[config.mk]
export PLATFORM = sky130hd
export DESIGN_NAME = imm_datapath
export DESIGN_NICKNAME = d
export VERILOG_FILES = /design/src/design/imm_pkg.sv /design/src/design/imm_datapath.sv
export SDC_FILE = /design/constraint.sdc
export NUM_CORES = 2
export LEC_CHECK = 0
export ABC_AREA = 0
export CAP_MARGIN = 20
export CORE_MARGIN = 2
export CORE_UTILIZATION = 41
export CTS_CLUSTER_SIZE = 24
export DETAILED_ROUTE_END_ITERATION = 6
export DONT_BUFFER_PORTS = 1
export MAX_ROUTING_LAYER = met4
export PLACE_DENSITY = 0.62
export SLEW_MARGIN = 20
export SYNTH_ARGS = -nofsm -noshare
export SYNTH_HDL_FRONTEND = slang
export SYNTH_SLANG_ARGS = --single-unit
[constraint.sdc]
create_clock -name clk -period 6.6 [get_ports clk]
set_input_delay 0.66 -clock clk [delete_from_list [all_inputs] [get_ports clk]]
set_output_delay 0.66 -clock clk [all_outputs]
set_load 0.01 [all_outputs]
[src/design/imm_pkg.sv]
package imm_pkg;

    // Default and widths of the fixed fields
    localparam int MAX_DIM_DEF = 8;
    localparam int CFG_W       = 4;
    localparam int CFG_ADDR_W  = 2;
    localparam int REQ_W       = 2;
    localparam int POS_W       = 3;
    localparam int VALUE_W     = 32;
    localparam int DATA_W      = 40;

    localparam logic [CFG_W-1:0] CFG_RESET = 4'd8;

    // Configuration register indexes
    localparam logic [CFG_ADDR_W-1:0] REG_ROWS_A    = 2'd0;
    localparam logic [CFG_ADDR_W-1:0] REG_INNER_DIM = 2'd1;
    localparam logic [CFG_ADDR_W-1:0] REG_COLS_B    = 2'd2;

    // Request codes
    localparam logic [REQ_W-1:0] REQ_LOAD_A = 2'd0;
    localparam logic [REQ_W-1:0] REQ_LOAD_B = 2'd1;
    localparam logic [REQ_W-1:0] REQ_START  = 2'd2;

    // Controller to datapath: one multiply-accumulate step
    typedef struct packed {
        logic issue;
        logic first_k;
        logic last_k;
        logic last_entry;
    } cmd_t;

    // Datapath to controller
    typedef struct packed {
        logic pipe_busy;
        logic out_full;
    } stat_t;

endpackage

[src/design/imm_datapath.sv]
module imm_datapath #(
    parameter int MAX_DIM = imm_pkg::MAX_DIM_DEF,
    parameter int IDX_W   = $clog2(MAX_DIM),
    parameter int CNT_W   = IDX_W + 1,
    parameter int ADDR_W  = $clog2(MAX_DIM * MAX_DIM)
) (
    input  logic                        clk,
    input  logic                        rst_n,
    input  logic [CNT_W-1:0]            nr,
    input  logic [CNT_W-1:0]            nk,
    input  logic [CNT_W-1:0]            nc,
    input  logic                        ld_en,
    input  logic [imm_pkg::REQ_W-1:0]   ld_req,
    input  logic [imm_pkg::POS_W-1:0]   ld_row,
    input  logic [imm_pkg::POS_W-1:0]   ld_col,
    input  logic [imm_pkg::VALUE_W-1:0] ld_value,
    input  imm_pkg::cmd_t               cmd,
    input  logic [IDX_W-1:0]            idx_i,
    input  logic [IDX_W-1:0]            idx_j,
    input  logic [IDX_W-1:0]            idx_k,
    output imm_pkg::stat_t              stat,
    output logic                        out_valid,
    input  logic                        out_ready,
    output logic [imm_pkg::POS_W-1:0]   out_row,
    output logic [imm_pkg::POS_W-1:0]   out_col,
    output logic [imm_pkg::VALUE_W-1:0] out_value,
    output logic                        out_last
);
    import imm_pkg::*;

    logic [VALUE_W-1:0] mem_a [MAX_DIM*MAX_DIM];
    logic [VALUE_W-1:0] mem_b [MAX_DIM*MAX_DIM];

    logic               wr_a, wr_b;
    logic [ADDR_W-1:0]  wr_addr, rd_addr_a, rd_addr_b;

    logic [VALUE_W-1:0] rd_a_reg, rd_b_reg, prod_reg, acc_reg, acc_next;
    logic               v1_reg, v2_reg, out_valid_reg;
    logic               f1_reg, f2_reg, lk1_reg, lk2_reg, le1_reg, le2_reg;
    logic [IDX_W-1:0]   r1_reg, r2_reg, c1_reg, c2_reg;
    logic               done;
    logic [VALUE_W-1:0] out_value_reg;
    logic [IDX_W-1:0]   out_row_reg, out_col_reg;
    logic               out_last_reg;

    // Range-check loads against the current sizes
    assign wr_a = ld_en && (ld_req == REQ_LOAD_A)
                  && (32'(ld_row) < 32'(nr)) && (32'(ld_col) < 32'(nk));
    assign wr_b = ld_en && (ld_req == REQ_LOAD_B)
                  && (32'(ld_row) < 32'(nk)) && (32'(ld_col) < 32'(nc));

    assign wr_addr   = ADDR_W'(ADDR_W'(ld_row) * ADDR_W'(MAX_DIM) + ADDR_W'(ld_col));
    assign rd_addr_a = ADDR_W'(ADDR_W'(idx_i) * ADDR_W'(MAX_DIM) + ADDR_W'(idx_k));
    assign rd_addr_b = ADDR_W'(ADDR_W'(idx_k) * ADDR_W'(MAX_DIM) + ADDR_W'(idx_j));

    // Element stores: one write and one registered read each
    always_ff @(posedge clk)
    begin
        if (wr_a)
        begin
            mem_a[wr_addr] <= ld_value;
        end
        if (wr_b)
        begin
            mem_b[wr_addr] <= ld_value;
        end
        if (cmd.issue)
        begin
            rd_a_reg <= mem_a[rd_addr_a];
            rd_b_reg <= mem_b[rd_addr_b];
        end
    end

    // Multiply and accumulate stages, low 32 bits kept
    assign acc_next = f2_reg ? prod_reg : (acc_reg + prod_reg);
    assign done     = v2_reg && lk2_reg;

    always_ff @(posedge clk)
    begin
        r1_reg  <= idx_i;
        c1_reg  <= idx_j;
        f1_reg  <= cmd.first_k;
        lk1_reg <= cmd.last_k;
        le1_reg <= cmd.last_entry;
        prod_reg <= VALUE_W'(rd_a_reg * rd_b_reg);
        r2_reg  <= r1_reg;
        c2_reg  <= c1_reg;
        f2_reg  <= f1_reg;
        lk2_reg <= lk1_reg;
        le2_reg <= le1_reg;
        if (v2_reg)
        begin
            acc_reg <= acc_next;
        end
        if (done)
        begin
            out_value_reg <= acc_next;
            out_row_reg   <= r2_reg;
            out_col_reg   <= c2_reg;
            out_last_reg  <= le2_reg;
        end
    end

    // Stage valid bits and output register
    always_ff @(posedge clk or negedge rst_n)
    begin
        if (!rst_n)
        begin
            v1_reg        <= 1'b0;
            v2_reg        <= 1'b0;
            out_valid_reg <= 1'b0;
        end
        else
        begin
            v1_reg <= cmd.issue;
            v2_reg <= v1_reg;
            if (done)
            begin
                out_valid_reg <= 1'b1;
            end
            else if (out_ready)
            begin
                out_valid_reg <= 1'b0;
            end
        end
    end

    assign stat.pipe_busy = v1_reg || v2_reg;
    assign stat.out_full  = out_valid_reg;
    assign out_valid      = out_valid_reg;
    assign out_row        = POS_W'(out_row_reg);
    assign out_col        = POS_W'(out_col_reg);
    assign out_value      = out_value_reg;
    assign out_last       = out_last_reg;

    // A finished entry never lands on a waiting result
    a_done_free: assert property (@(posedge clk) disable iff (!rst_n)
        done |-> !out_valid_reg)
        else $error("entry finished while output register full");

    // Loads never coincide with an issued step; the drain may still run
    a_load_idle: assert property (@(posedge clk) disable iff (!rst_n)
        (wr_a || wr_b) |-> !cmd.issue)
        else $error("store written while a step is issued");

endmodule

# Yosys cells after proc, flatten, opt, wreduce, memory -nomap -nowiden
# Memories as Yosys holds them, arrays and structs flattened. A register that Yosys moved wholly into a read port is not among the register bits.
# Cells that the tools add are included.
# W data, S select, Z words.
[word_totals]
regBits = 124
ram_bits = 4096
in_bits = 69
out_inout_bits = 42
elab_cells = 48
memories = 2
[mem_list]
columns = ["memory", "words", "word_bits", "read_ports", "rd_clocked_by_memory_dff", "write_ports", "line", "source"]
rows = [
  ["mem_a", 64, 32, 1, 1, 1, "imm_datapath.sv:31", "logic [VALUE_W-1:0] mem_a [MAX_DIM*MAX_DIM];"],
  ["mem_b", 64, 32, 1, 1, 1, "imm_datapath.sv:32", "logic [VALUE_W-1:0] mem_b [MAX_DIM*MAX_DIM];"],
]
[classes]
add_sub_neg = 4
multipliers = 1
order_cmp = 4
n_eq_ne = 1
mux = 7
n_reduce_logical = 10
[op_table]
columns = ["cell", "count"]
rows = [
  ["$add A32 B32 Y32", 1],
  ["$mul A32 B32 Y32", 1],
  ["$mux W32", 1],
  ["$add A6 B3 Y6", 3],
  ["$lt A3 B4 Y1", 4],
  ["$logic_and A1 B1 Y1", 7],
  ["$mux W1", 6],
  ["$eq A2 B1 Y1 const B", 1],
  ["$logic_not A2 Y1", 1],
  ["$reduce_bool A2 Y1", 1],
  ["$logic_or A1 B1 Y1", 1],
]

# Depth between registers and ports, before layout
[logic_depth]
ltp_word = 6
ltp_mapped = 26
mapped_depth_nobuf = 24

# Least setup slack after synthesis
# No wires, ideal clock.
[synth_path]
path_type = "reg-to-reg"
from = "register rd_b_reg[3], read port of mem_b"
to = "register prod_reg[30]"
setup_time_ns = 0.062
arrival_time_ns = 6.638
required_time_ns = 6.538
path_slack_ns = -0.100
path_stages_with_launch = 24
path_buffers = 2
cell_sequence = "edfxtp_1 -> clkbuf_1 -> clkbuf_1 -> and2_1 -> fa_1 -> inv_1 -> fa_1 -> fa_1 -> fa_1 -> inv_1 -> fa_1 -> inv_1 -> fa_1 -> inv_1 -> fa_1 -> fa_1 -> ha_1 -> and4_1 -> nand3_1 -> a21oi_1 -> o41ai_1 -> a21oi_1 -> or4_1 -> nand3_1"
[synth_via]
elab_chain_len = 1
[synth_lines]
columns = ["element", "line", "source"]
rows = [
  ["start: declaration", "imm_datapath.sv:37", "logic [VALUE_W-1:0] rd_a_reg, rd_b_reg, prod_reg, acc_reg, acc_next;"],
  ["$mul A32 B32 Y32", "imm_datapath.sv:85", "prod_reg <= VALUE_W'(rd_a_reg * rd_b_reg);"],
  ["end signal: assignment", "imm_datapath.sv:85", ""],
  ["end: declaration", "imm_datapath.sv:37", ""],
]
# Every way passes these cells.
# A chain may end at the register's enable or synchronous reset.

# Worst setup path in the final report
[layout_path]
from = "register rd_b_reg[6], read port of mem_b"
to = "register prod_reg[30]"
# The elaborated chain is that of the path after synthesis.

==> results.json <==
{
  "grt_usage_pct": 21.50,
  "die_w_um": 663.6,
  "leakage_uw": 0.06588,
  "setup_viol": 8,
  "grt_util_met2_pct": 33.92,
  "startpoint": "rd_b_reg[6]",
  "ant_nets": 0,
  "port_buffers": 0,
  "start_kind": "register",
  "antenna_found_initial": 32,
  "vias": 84720,
  "synthesis.nets": 8868,
  "busiest_layer": "met2",
  "worstSkewPairLatency_ns": 1.02,
  "layout_setup_ws_ns": -0.2558,
  "hp-class": "input pin to register",
  "io-pin-count": 111,
  "fp-row-count": 242,
  "use_met1_pct": 29.78,
  "synthFlopType": "edfxtp_1",
  "rsz0062_at_grt": "true",
  "dieArea_mm2": 0.4404,
  "gr-total-overflow": 0,
  "synth_edf_count": 4231,
  "syn2layout_area_growth_pct": 14.10,
  "max_freq_ghz": 0.1459,
  "violations": "negative setup slack",
  "grt_pass1_wl_um": 657800,
  "fin_crit_sh_pct": 103.9,
  "slew_viol_final": 0,
  "ys_ff_latch": 4284,
  "arrival_ns": 7.75,
  "dp_cells": 13900,
  "reg_top3": "mem_a x2048, mem_b x2048",
  "crit_required_ns": 7.49,
  "grt_max_degree": 514,
  "numCtsBuffers": 428,
  "wl_um": 462700,
  "cts_root_buf": "clkbuf_16",
  "cts_buffer_depth": 4,
  "outcome": "finished, violations left",
  "layout.cells.non_filler": 14780,
  "synth.avg_cell_area_um2": 21.68,
  "use_met3_pct": 3.069,
  "syn_area_mm2": 0.1784,
  "wl_per_cell_um": 31.30,
  "worstMarginPinSlew_ns": 1.479,
  "cts_tree": "yes",
  "ys_types": 65,
  "period_needed_ns": 6.856,
  "drtIter0Drc": 10990,
  "drive_above_1_share_pct": 28.24,
  "hold_viol": 0,
  "clk_pin_slew_ns": 0.06,
  "yosys_warnings": 0,
  "path_cells": "and2_4 > fa_1 > fa_1 > fa_1 > inv_2 > fa_1 > inv_2 > fa_1 > inv_2 > fa_1 > inv_2 > fa_1 > fa_1 > ha_4 > and4_4 > buf_4 > nand3_4 > a21oi_4 > o41ai_4 > a21oi_4 > or4_1 > nand3_1",
  "nNetsFinal": 9321,
  "drt-vias-per-instance": 5.731,
  "tns_ns": -1.082,
  "slowest_stage": "fa_1",
  "skew_ns": 0.06581,
  "async_flop_share_pct": 0.07003,
  "start_util_pct": 41.11,
  "power_density_mw_per_mm2": 516.9,
  "worstPathMaxFanout": 5,
  "grt_pass1_vias": 87310,
  "regToRegStartpoint": "rd_b_reg[6]",
  "slew_headroom_pct": 1.381,
  "core_mm2": 0.4339,
  "hold_start": "ld_value[12]",
  "path_class": "register to register",
  "clock-sinks": 4284,
  "drt_pass1_iterations": 6,
  "critPathMostFrequentCell": "fa_1",
  "ys_seq_area_share_pct": 71.82,
  "slowest_delay_ns": 0.61,
  "cp-end-kind": "register",
  "maxCapViolations": 0,
  "drc_errors": 0,
  "vdd_drop_max_uv": 3158,
  "finalWeightedCongestion": 0.8557,
  "cts_max_level": 5,
  "dp_hpwl_um": 258600,
  "die_h_um": 663.6,
  "synth_cells": 8228
}
==> per-layer routing <==
layer  vias up  wire (um)  part of all wire [%]
li1      34200          -                     -
met5         -          0                     0
met4         0      12460                   2.7
met3       592      36790                   8.0
met1     46240     187900                    41
met2      3689     225500                    49
==> stage by stage <==
stage	hold WS, ns	util, %	cell area (um^2)	setup slack (ns)	power [uW]
6_report	0.03936	46.91	203500	-0.2558	105200
5_1_grt	0.02180	46.90	203500	-0.4061	111000
2_1_floorplan	0.3096	-	178400	0.006172	61940
3_3_place_gp	0.3100	43.27	187800	-0.7269	75710
3_5_place_dp	0.3121	43.27	187800	-0.5834	76310
4_1_cts	0.0009159	46.81	203100	-0.2570	102700
==> layout make-up <==
cell class	instances	area, um^2
antenna	13	32.53
clock inverter	278	2610
multi-input combinational	3118	48210
fill	35120	230400
clock buffer	507	11110
tap	5734	7174
sequential	4284	128100
inverter	410	1539
timing repair buffer	439	4723
==> path summary, 6_finish.rpt <==
check,to,cells past startpoint,slack [ns]
worst min register to register,c2_reg[2],0,0.33
worst min-delay path,mem_b[35][12],1,0.04
max in group asynchronous,out_valid,2,5.98
worst max register to register,prod_reg[30],22,-0.26
min in group asynchronous,v2_reg,2,0.47
worst max-delay path,prod_reg[30],22,-0.26
==> repair_timing <==
action,in CTS,in global routing
setup buffers,7,8
hold endpoints to repair,3572,0
gates resized for setup,35,45
pin swaps,12,33
endpoints found under the setup margin,12,16
hold buffers,67,0
==> critical path, delay by kind of cell, from the launching register on <==
family | cells | cell delay, ns
AO/OA/AOI/OAI | 3 | 0.50
adder cells (fa/ha/maj) | 9 | 4.44
buffers and inverters | 5 | 0.31
flip-flops | 1 | 0.46
AND/OR/NAND/NOR | 5 | 1.06
==> Yosys cell counts (all sizes together), types with 3 or more instances <==
library cell  number  share of area [%]
nor3               6              0.017
a31oi              6              0.025
o41ai              4              0.020
mux2i             15              0.084
edfxtp          4231                 71
nor2b              7              0.025
and2             287                1.0
a21oi             47               0.13
buf              182               0.52
o211ai             5              0.021
a211o              3              0.015
a21o              21              0.088
nand3b             5              0.021
nor2             165               0.35
and3               6              0.021
o21ai             73               0.21
xnor2             75               0.37
dfrtp              3              0.042
o21bai             8              0.034
nand2b            10              0.035
dfxtp             50               0.56
fa               409                4.6
nand3             23              0.065
a211oi            11              0.046
xor2              31               0.15
ha               162                1.1
or4                3              0.013
mux4            1329                 17
nand4              4              0.014
o221ai             4              0.023
o21a              10              0.042
clkbuf           234               0.49
inv              410               0.86
nor4               3              0.011
nand2            333               0.70
or2                3              0.011
o2111ai            4              0.020
or3                4              0.014
mux2              17               0.11
==> placed cells by master (no fill, tap or decap), types with 9 or more instances in the layout <==
| master | n |
|---|---|
| edfxtp_1 | 4231 |
| mux4_2 | 1329 |
| clkbuf_16 | 433 |
| inv_1 | 406 |
| fa_1 | 405 |
| buf_4 | 335 |
| nand2_1 | 331 |
| and2_1 | 280 |
| ha_1 | 158 |
| nor2_4 | 130 |
| clkinv_1 | 119 |
| xnor2_1 | 75 |
| clkbuf_1 | 74 |
| clkinv_2 | 73 |
| buf_16 | 54 |
| dfxtp_1 | 49 |
| o21ai_0 | 45 |
| bufinv_16 | 42 |
| a21oi_1 | 38 |
| nor2_1 | 33 |
| xor2_1 | 31 |
| nand3_1 | 21 |
| o21ai_1 | 21 |
| a21o_1 | 21 |
| buf_12 | 21 |
| dlygate4sd3_1 | 20 |
| mux2_2 | 16 |
| mux2i_1 | 15 |
| clkinvlp_4 | 14 |
| diode_2 | 13 |
| o21a_1 | 10 |
| nand2b_1 | 10 |
| a211oi_1 | 9 |
| inv_6 | 9 |
| buf_6 | 9 |
==> power breakdown <==
part	internal (uW)	leakage, uW	switching [uW]
sequential	30900	0.0386	228
combinational	24100	0.0206	26000
clock	13700	0.00668	10300
==> kinds of logic after synthesis <==
logic type      after synthesis  synth area share [%]
xor+xnor                    106                0.5204
compound gates              211                0.7428
mux                        1361                 16.97
buf+inv                     826                 1.871
fa+ha+maj                   571                 5.726
flops                      4284                 71.82
simple gates                869                 2.347
Note: power is estimated with default switching activity, not from simulation.
