<file path="src/design/imm_pkg.sv">
package imm_pkg;

    // Default and widths of the fixed fields
    localparam int MAX_DIM_DEF = 8;
    localparam int CFG_W       = 4;
    localparam int CFG_ADDR_W  = 2;
    localparam int REQ_W       = 2;
    localparam int POS_W       = 3;
    localparam int VALUE_W     = 32;
    localparam int DATA_W      = 40;

    localparam logic [CFG_W-1:0] CFG_RESET = 4'd8;

    // Configuration register indexes
    localparam logic [CFG_ADDR_W-1:0] REG_ROWS_A    = 2'd0;
    localparam logic [CFG_ADDR_W-1:0] REG_INNER_DIM = 2'd1;
    localparam logic [CFG_ADDR_W-1:0] REG_COLS_B    = 2'd2;

    // Request codes
    localparam logic [REQ_W-1:0] REQ_LOAD_A = 2'd0;
    localparam logic [REQ_W-1:0] REQ_LOAD_B = 2'd1;
    localparam logic [REQ_W-1:0] REQ_START  = 2'd2;

    // Controller to datapath: one multiply-accumulate step
    typedef struct packed {
        logic issue;
        logic first_k;
        logic last_k;
        logic last_entry;
    } cmd_t;

    // Datapath to controller
    typedef struct packed {
        logic pipe_busy;
        logic out_full;
    } stat_t;

endpackage

</file>
<file path="src/design/imm_ctrl.sv">
module imm_ctrl #(
    parameter int MAX_DIM = imm_pkg::MAX_DIM_DEF,
    parameter int IDX_W   = $clog2(MAX_DIM),
    parameter int CNT_W   = IDX_W + 1
) (
    input  logic                     clk,
    input  logic                     rst_n,
    input  logic                     in_valid,
    output logic                     in_ready,
    input  logic [imm_pkg::REQ_W-1:0] in_req,
    input  logic [CNT_W-1:0]         nr,
    input  logic [CNT_W-1:0]         nk,
    input  logic [CNT_W-1:0]         nc,
    output imm_pkg::cmd_t            cmd,
    output logic [IDX_W-1:0]         idx_i,
    output logic [IDX_W-1:0]         idx_j,
    output logic [IDX_W-1:0]         idx_k,
    input  imm_pkg::stat_t           stat
);
    import imm_pkg::*;

    typedef enum logic [1:0] {ST_IDLE, ST_WAIT, ST_RUN} state_t;

    state_t           state_reg, state_next;
    logic [IDX_W-1:0] i_reg, i_next;
    logic [IDX_W-1:0] j_reg, j_next;
    logic [IDX_W-1:0] k_reg, k_next;
    logic             i_last, j_last, k_last;

    assign i_last = (CNT_W'(i_reg) + CNT_W'(1)) == nr;
    assign j_last = (CNT_W'(j_reg) + CNT_W'(1)) == nc;
    assign k_last = (CNT_W'(k_reg) + CNT_W'(1)) == nk;

    assign in_ready = (state_reg == ST_IDLE);
    assign idx_i    = i_reg;
    assign idx_j    = j_reg;
    assign idx_k    = k_reg;

    // Walk entries in row-major order, inner index fastest
    always_comb
    begin
        state_next     = state_reg;
        i_next         = i_reg;
        j_next         = j_reg;
        k_next         = k_reg;
        cmd.issue      = 1'b0;
        cmd.first_k    = (k_reg == '0);
        cmd.last_k     = k_last;
        cmd.last_entry = i_last && j_last;
        case (state_reg)
            ST_IDLE:
            begin
                if (in_valid && in_req == REQ_START)
                begin
                    i_next     = '0;
                    j_next     = '0;
                    k_next     = '0;
                    state_next = ST_WAIT;
                end
            end
            ST_WAIT:
            begin
                // hold until the pipeline is empty and the previous entry has left the output register
                if (!stat.pipe_busy && !stat.out_full)
                begin
                    state_next = ST_RUN;
                end
            end
            ST_RUN:
            begin
                cmd.issue = 1'b1;
                if (k_last)
                begin
                    k_next = '0;
                    if (j_last)
                    begin
                        j_next = '0;
                        if (i_last)
                        begin
                            i_next     = '0;
                            state_next = ST_IDLE;
                        end
                        else
                        begin
                            i_next     = i_reg + IDX_W'(1);
                            state_next = ST_WAIT;
                        end
                    end
                    else
                    begin
                        j_next     = j_reg + IDX_W'(1);
                        state_next = ST_WAIT;
                    end
                end
                else
                begin
                    k_next = k_reg + IDX_W'(1);
                end
            end
            default:
            begin
                state_next = ST_IDLE;
            end
        endcase
    end

    always_ff @(posedge clk or negedge rst_n)
    begin
        if (!rst_n)
        begin
            state_reg <= ST_IDLE;
            i_reg     <= '0;
            j_reg     <= '0;
            k_reg     <= '0;
        end
        else
        begin
            state_reg <= state_next;
            i_reg     <= i_next;
            j_reg     <= j_next;
            k_reg     <= k_next;
        end
    end

    // An entry starts only on an empty pipeline and output register
    a_start_clear: assert property (@(posedge clk) disable iff (!rst_n)
        (cmd.issue && cmd.first_k) |-> (!stat.pipe_busy && !stat.out_full))
        else $error("entry started while pipeline or output busy");

    // No input transaction is taken while steps are issued
    a_no_accept_in_run: assert property (@(posedge clk) disable iff (!rst_n)
        cmd.issue |-> !in_ready)
        else $error("input ready during issue");

endmodule

</file>
<file path="config.mk">
export PLATFORM = sky130hd
export DESIGN_NAME = imm_ctrl
export DESIGN_NICKNAME = d
export VERILOG_FILES = /design/src/design/imm_pkg.sv /design/src/design/imm_ctrl.sv
export SDC_FILE = /design/constraint.sdc
export NUM_CORES = 1
export LEC_CHECK = 0
export BUFFER_PORTS_ARGS = -buffer_cell sky130_fd_sc_hd__buf_4
export CAP_MARGIN = 20
export CORE_AREA = 2 2 67 43
export CTS_CLUSTER_DIAMETER = 120
export CTS_CLUSTER_SIZE = 24
export DETAILED_ROUTE_END_ITERATION = 8
export DIE_AREA = 0 0 69 45
export GPL_TIMING_DRIVEN = 0
export PLACE_DENSITY_LB_ADDON = 0.3
export SYNTH_ARGS = -nofsm -noshare
export SYNTH_HDL_FRONTEND = slang
export SYNTH_SLANG_ARGS = --single-unit
</file>
<file path="constraint.sdc">
create_clock -name clk -period 3.91 [get_ports clk]
set_clock_uncertainty 0.15 [all_clocks]
set_input_delay 0.391 -clock clk [delete_from_list [all_inputs] [get_ports clk]]
set_output_delay 0.391 -clock clk [all_outputs]
set_load 0.01 [all_outputs]
</file>
* After elaboration in Yosys (flattened, before gate mapping)
Cells that the tools add are included.
Cells by class: muxes and demuxes 17, equal/unequal tests 10, reduce and logical (&&, ||, !) cells 12, add/subtract/negate cells 6
Operators by type and width (number):
- $mux W3 | 7
- $pmux W3 S2 | 3
- $add A3 B1 Y4 const B | 3
- $eq A4 B4 Y1 | 3
- $add A3 B1 Y3 const B | 3
- $mux W2 | 4
- $ne A2 B2 Y1 const B | 3
- $pmux W2 S3 | 1
- $reduce_and A3 Y1 | 2
- $eq A2 B2 Y1 const B | 2
- $reduce_and A4 Y1 | 1
- $logic_and A1 B1 Y1 | 3
- $logic_not A3 Y1 | 1
- $eq A2 B1 Y1 const B | 1
- $logic_not A1 Y1 | 2
- $logic_not A2 Y1 | 1
- $mux W1 | 2
- $ne A2 B1 Y1 const B | 1
- $reduce_and A2 Y1 | 1
- $reduce_bool A2 Y1 | 1
Storage, ports and cells: logic and storage cells 49, register bits 11, bits of input ports 19

* Logic depth before layout (Yosys ltp)
Gate-level depths: netlist of run 1.
word-level depth 6, gate-level depth with buffers 7, depth with buffers taken out 7

* Worst setup path after synthesis of run 1
OpenSTA, ideal clock, no wires.
path kind register to output, start reg j_reg[0] (netlist: idx_j[0]), end out cmd[0] (netlist bit), stages on the path, launching flop included 6, data required time 3369 ps, path buffers 0, slack 1749 ps, arrival 1620 ps, cells stage by stage dfrtp_1 -> ha_1 -> xor2_1 -> a211o_1 -> nor2_1 -> and3b_1
RTL lines:
- start, declared | RTL line imm_ctrl.sv:26 | logic [IDX_W-1:0] j_reg, j_next;
- start signal, assigned | RTL line imm_ctrl.sv:120 | j_reg <= j_next;
- end, declared | RTL line imm_ctrl.sv:14 | output imm_pkg::cmd_t cmd,

==> results.toml, run 1 <==
[timing]
finalSetupViolCount = 0
whs_ns = 0.313
fin_crit_sh = 0.672
timing.slew.headroom = 0.693
rsz0062_at_grt = "false"
finalHoldViolCount = 0
timing.fmax_mhz = 381
fin_crit_ns = 2.63
finalMaxSlewViolations = 0
fin_setup_tns_ns = 0
tightestPinTransition_ns = 0.458

[clocking]
root_buffer = "clkbuf_8"
hold_buffers = 1
ctsHtreeMaxLevel = 1
cts_resized = 0
numCtsBuffers = 3
clockBufferDepth = 2
clkTransAtPathRegs_ns = 0.05
postCtsSetupBuffers = 0
cts.sinks = 11
cts_tree = "built"
clkLatencyLatePin_ns = 0.23

[pwr]
seqPwrFrac = 0.291
pwr-share-clk = 0.182
power.leakage_uw = 0.000592
comb_power_share = 0.527
p_per_area_mw_per_mm2 = 516
ir_drop_v = 0.000252
p_sw_frac = 0.407
p_int_uw = 361
power_switching_uw = 247

[critical_path]
r2r-end = "idx_j[1]$_DFFE_PN0P_"
worstSetupPathType = "flip-flop to output port"
cp-start-kind = "flip-flop"
critPathMaxFanout = 7
critPathArrivalTime_ns = 2.09
crit_chain = "ha_1 > xor2_1 > a211o_1 > nor2_1 > and3b_1 > buf_4"
rr_worst_depth = 6
critPathSlowestCell = "dfrtp_1"
timing.rr.start = "idx_k[0]$_DFFE_PN0P_"
cp.required_ns = 3.37
reg2reg_slack_ns = 1.55
path_depth = 6
critPathCaptureType = "output port"
critical_path.top_delay_family = "simple AND/OR/NAND/NOR gates"
cp_slowest_stage_delay_ns = 0.45
crit_buf_inv = 1

[logic_synthesis]
synth_flop_cell = "dfrtp_1"
ys_types = 38
syn-cell-area_um2 = 842
synth_top_family_by_area = "compound AO/OA/AOI/OAI gates"
yosysWarnings = 0
yosysSeqAreaShare = 0.327
syn_nets = 117
synth_xor_area_frac = 0.104
synth-simple-area-share = 0.180
avgSynthCellArea_um2 = 8.96
synth-seq-cells = 11
muxShareOfSynthArea = 0.0505
ys_async_sr_fraction = 1.00
synth-edff-count = 0
synth_fa_ha_area_frac = 0.0594
synth_compound_area_frac = 0.217
synthCells = 94

[cells_and_area]
fin_cells = 163
layout_commonest_cell = "buf_4"
drive_above_1_share = 0.336
nFillCells = 253
synthToLayoutAreaGrowth_pct = 39.8
diodes = 0
layout_common_cells = "buf_4 (33), dfrtp_1 (11), inv_1 (9), nor2_1 (8)"
final_net_count = 155

[routing]
routed_wl_um = 2100
wl_per_cell_um = 12.9
drc_errors = 0
drtIter0Drc = 20
first_pass_iters = 4
via_per_inst = 4.99
antenna_left = 0
vias = 813

[floorplan]
io_pins = 33
die_x_um = 69
rows = 14
initial_core_util = 0.343
core_mm2 = 0.00245
die_h_um = 45
die_area_mm2 = 0.00311

[min_path]
hold_start = "stat[1]"
hold_class = "input pin to flip-flop"
hold_depth = 4
holdPathEnd = "state_reg[1]$_DFFE_PN0P_"

[placed_design]
gp_congestion = 0.783
place_hpwl_um = 1690
dp_cells = 158
port_buffers = 32

[global_route]
grt_max_degree = 12
antenna_found_initial = 0
grt_pass1_vias = 790
grt_pass1_wl_um = 3460
grt.overflow.total = 0
track_usage = 0.143

[status]
status = "finished clean"

[run]
cap_violations = 0
-- final cells by class --
type,count,area [µm²],share of cell area
plain buffers,2,12.5,0.0106
well taps,32,40.0,0.0340
inverters,10,40.0,0.0340
repair buffers,33,250,0.213
multi-input cells,71,514,0.437
clock buffers,4,45.0,0.0383
flip-flops and latches,11,275,0.234
-- power by group through the flow --
stage / sequential [µW] / combinational (µW) / clock (µW)
CTS: 177 / 320 / 116
finish: 177 / 320 / 110
global placement: 177 / 310 / 0
global route: 183 / 353 / 121
detailed placement: 179 / 317 / 0
floorplan: 180 / 193 / 0
-- worst max-delay path by stage --
| stage | from | to | slack (ns) |
|---|---|---|---|
| floorplan | idx_j[0]$_DFFE_PN0P_ | cmd[0] | 1.75 |
| global placement | idx_j[0]$_DFFE_PN0P_ | cmd[0] | 1.55 |
| detailed placement | idx_k[0]$_DFFE_PN0P_ | idx_j[1]$_DFFE_PN0P_ | 1.54 |
| CTS | idx_j[0]$_DFFE_PN0P_ | cmd[0] | 1.30 |
| global route | idx_j[0]$_DFFE_PN0P_ | cmd[0] | 1.17 |
| finish | idx_j[0]$_DFFE_PN0P_ | cmd[0] | 1.28 |
-- synthesized netlist by cell type (2+ instances only) --
master | count | share of area
a21oi_1 | 4 | 0.024
a31oi_1 | 5 | 0.037
and2_1 | 2 | 0.015
and3b_1 | 2 | 0.021
dfrtp_1 | 11 | 0.33
ha_1 | 4 | 0.059
inv_1 | 9 | 0.040
mux2_2 | 2 | 0.027
mux2i_1 | 2 | 0.024
nand2_1 | 6 | 0.027
nor2_1 | 8 | 0.036
o21ai_0 | 5 | 0.030
xnor2_1 | 4 | 0.042
xor2_1 | 6 | 0.062
-- cell families after synthesis --
group                    count (synthesis)
flip-flops                              11
adder cells (fa/ha/maj)                  4
buffers and inverters                   12
XOR/XNOR                                10
multiplexers                             4
AND/OR/NAND/NOR                         29
AO/OA/AOI/OAI                           24
-- routing by layer --
layer | vias up | global-route usage | share of wire
li1 | 411 | - | -
met1 | 376 | 0.171 | 0.46
met5 | - | 0 | 0
met3 | 0 | 0.0558 | 0.076
met2 | 26 | 0.256 | 0.46
met4 | 0 | 0.0235 | 0
-- stage by stage --
stage	total power (µW)	cell area (µm²)	util	setup slack, ns
finish	608	1180	0.480	1.28
CTS	613	1180	0.480	1.30
global route	657	1180	0.480	1.17
global placement	487	1120	0.458	1.55
floorplan	373	842	-	1.75
detailed placement	496	1120	0.458	1.54
-- worst min-delay path: stages --
cell and delay [ns]:
buf_4 0.08, nor2_1 0.05, nand2_1 0.06, o21ai_0 0.07
(Power assumes the default switching activity.)
==> run 2: changes to the inputs <==
clock period = 2.53 ns   (was 3.91 ns; I/O delays follow)
==> results.toml, run 2 (synthesis gave the netlist of run 1 again) <==
[global_route]
grt_pass1_vias = 790
grt_pass1_wl_um = 3460
grt.overflow.total = 0
grt_max_degree = 12
antenna_found_initial = 0
track_usage = 0.143

[floorplan]
initial_core_util = 0.343
rows = 14
io_pins = 33
core_mm2 = 0.00245
die_x_um = 69
die_h_um = 45
die_area_mm2 = 0.00311

[placed_design]
gp_congestion = 0.783
place_hpwl_um = 1690
dp_worst_setup_slack_ns = 0.156
dp_cells = 158
dpl_cell_area_mm2 = 0.00112
port_buffers = 32

[min_path]
hold_class = "input pin to flip-flop"
holdPathEnd = "state_reg[1]$_DFFE_PN0P_"
hold_start = "stat[1]"
hold_depth = 4

[critical_path]
crit_chain = "ha_1 > xor2_1 > a211o_1 > nor2_2 > and3b_1 > buf_4"
timing.rr.start = "idx_k[0]$_DFFE_PN0P_"
critPathArrivalTime_ns = 2.00
reg2reg_slack_ns = 0.17
cp.required_ns = 2.13
cp_slowest_stage_delay_ns = 0.45
critical_path.top_delay_family = "flip-flops"
worstSetupPathType = "flip-flop to output port"
crit_buf_inv = 1
cp-start-kind = "flip-flop"
rr_worst_depth = 6
r2r-end = "idx_j[1]$_DFFE_PN0P_"
critPathSlowestCell = "dfrtp_1"
critPathCaptureType = "output port"
critPathMaxFanout = 7

[pwr]
pwr-share-clk = 0.181
ir_drop_v = 0.000392
seqPwrFrac = 0.291
comb_power_share = 0.528
p_per_area_mw_per_mm2 = 800
power.leakage_uw = 0.000591
total_power_uw = 944
p_sw_frac = 0.409
power_switching_uw = 387
p_int_uw = 558

[routing]
routed_wl_um = 2140
antenna_left = 0
vias = 816
drc_errors = 0
via_per_inst = 5.01
first_pass_iters = 4
wl_per_cell_um = 13.1
drtIter0Drc = 21

[clocking]
cts_tree = "built"
numCtsBuffers = 3
clkTransAtPathRegs_ns = 0.05
root_buffer = "clkbuf_8"
clockBufferDepth = 2
cts.sinks = 11
clkLatencyLatePin_ns = 0.23
ctsHtreeMaxLevel = 1

[timing]
fin_setup_tns_ns = 0
finalMaxSlewViolations = 0
fin_crit_ns = 2.41
fin_crit_sh = 0.952
finalHoldViolCount = 0
layout_setup_ws_ns = 0.122
tightestPinTransition_ns = 0.463
finalSetupViolCount = 0
rsz0062_at_grt = "false"
timing.fmax_mhz = 415
timing.slew.headroom = 0.690

[cells_and_area]
diodes = 0
layout_commonest_cell = "buf_4"
synthToLayoutAreaGrowth_pct = 40.1
design_area_mm2 = 0.00118
layout_common_cells = "buf_4 (33), dfrtp_1 (11), inv_1 (9), nor2_1 (7)"
final_net_count = 155
drive_above_1_share = 0.344
fin_cells = 163

[status]
status = "finished clean"

[run]
cap_violations = 0
-- run 2: cell counts in the layout (fill, tap and decap cells not counted) --
Identical to the previous run, type by type.
-- run 2: worst reg2reg max path: cells and delay by family, from the launching register on --
kind	cells	cell delay (ns)
simple gates	1	0.31
compound gates	2	0.50
xor+xnor	1	0.18
fa+ha+maj	1	0.27
flops	1	0.46
mux	1	0.37
-- run 2: metrics by stage --
stage | utilization | hold WS [ns]
2_1_floorplan | - | -0.193
5_1_grt | 0.481 | 0.211
4_1_cts | 0.480 | 0.178
3_3_place_gp | 0.458 | -0.0545
6_report | 0.481 | 0.175
3_5_place_dp | 0.458 | -0.0528
-- run 2: repair_timing --
item / CTS / global route
setup buffers: 0 / 0
gates resized for setup: 0 / 1
endpoints found under the setup margin: 0 / 1
hold buffers: 1 / 0
endpoints found under the hold margin: 11 / 0
-- run 2: layer usage --
metal  share of wire  track usage
met1            0.45        0.171
met2            0.47        0.256
met3           0.077       0.0558
met4               0       0.0235
met5               0            0
-- run 2: worst max-delay path by stage --
stage	from	end	slack [ns]	cells after the start
after floorplan	idx_k[0]$_DFFE_PN0P_	idx_j[0]$_DFFE_PN0P_	0.37	6
after detailed placement	idx_k[0]$_DFFE_PN0P_	idx_j[1]$_DFFE_PN0P_	0.16	6
final	idx_j[0]$_DFFE_PN0P_	cmd[0]	0.12	6
after global placement	idx_k[0]$_DFFE_PN0P_	idx_j[1]$_DFFE_PN0P_	0.24	6
after CTS	idx_j[0]$_DFFE_PN0P_	cmd[0]	0.06	6
after global routing	idx_j[0]$_DFFE_PN0P_	cmd[0]	0.008	6
-- run 2: area by class of cell --
cell class,instances,area (µm²)
plain buffers,2,12.5
clock buffers,4,45.0
fillers,254,1270
inverters,10,40.0
multi-input cells,71,517
flip-flops and latches,11,275
well taps,32,40.0
repair buffers,33,250
-- run 2: power by group through the flow --
stage	clock network [µW]	registers (µW)	logic [µW]
after global routing	187	284	549
after detailed placement	0	276	490
after floorplan	0	278	298
after global placement	0	273	479
after CTS	179	274	495
final	171	275	499
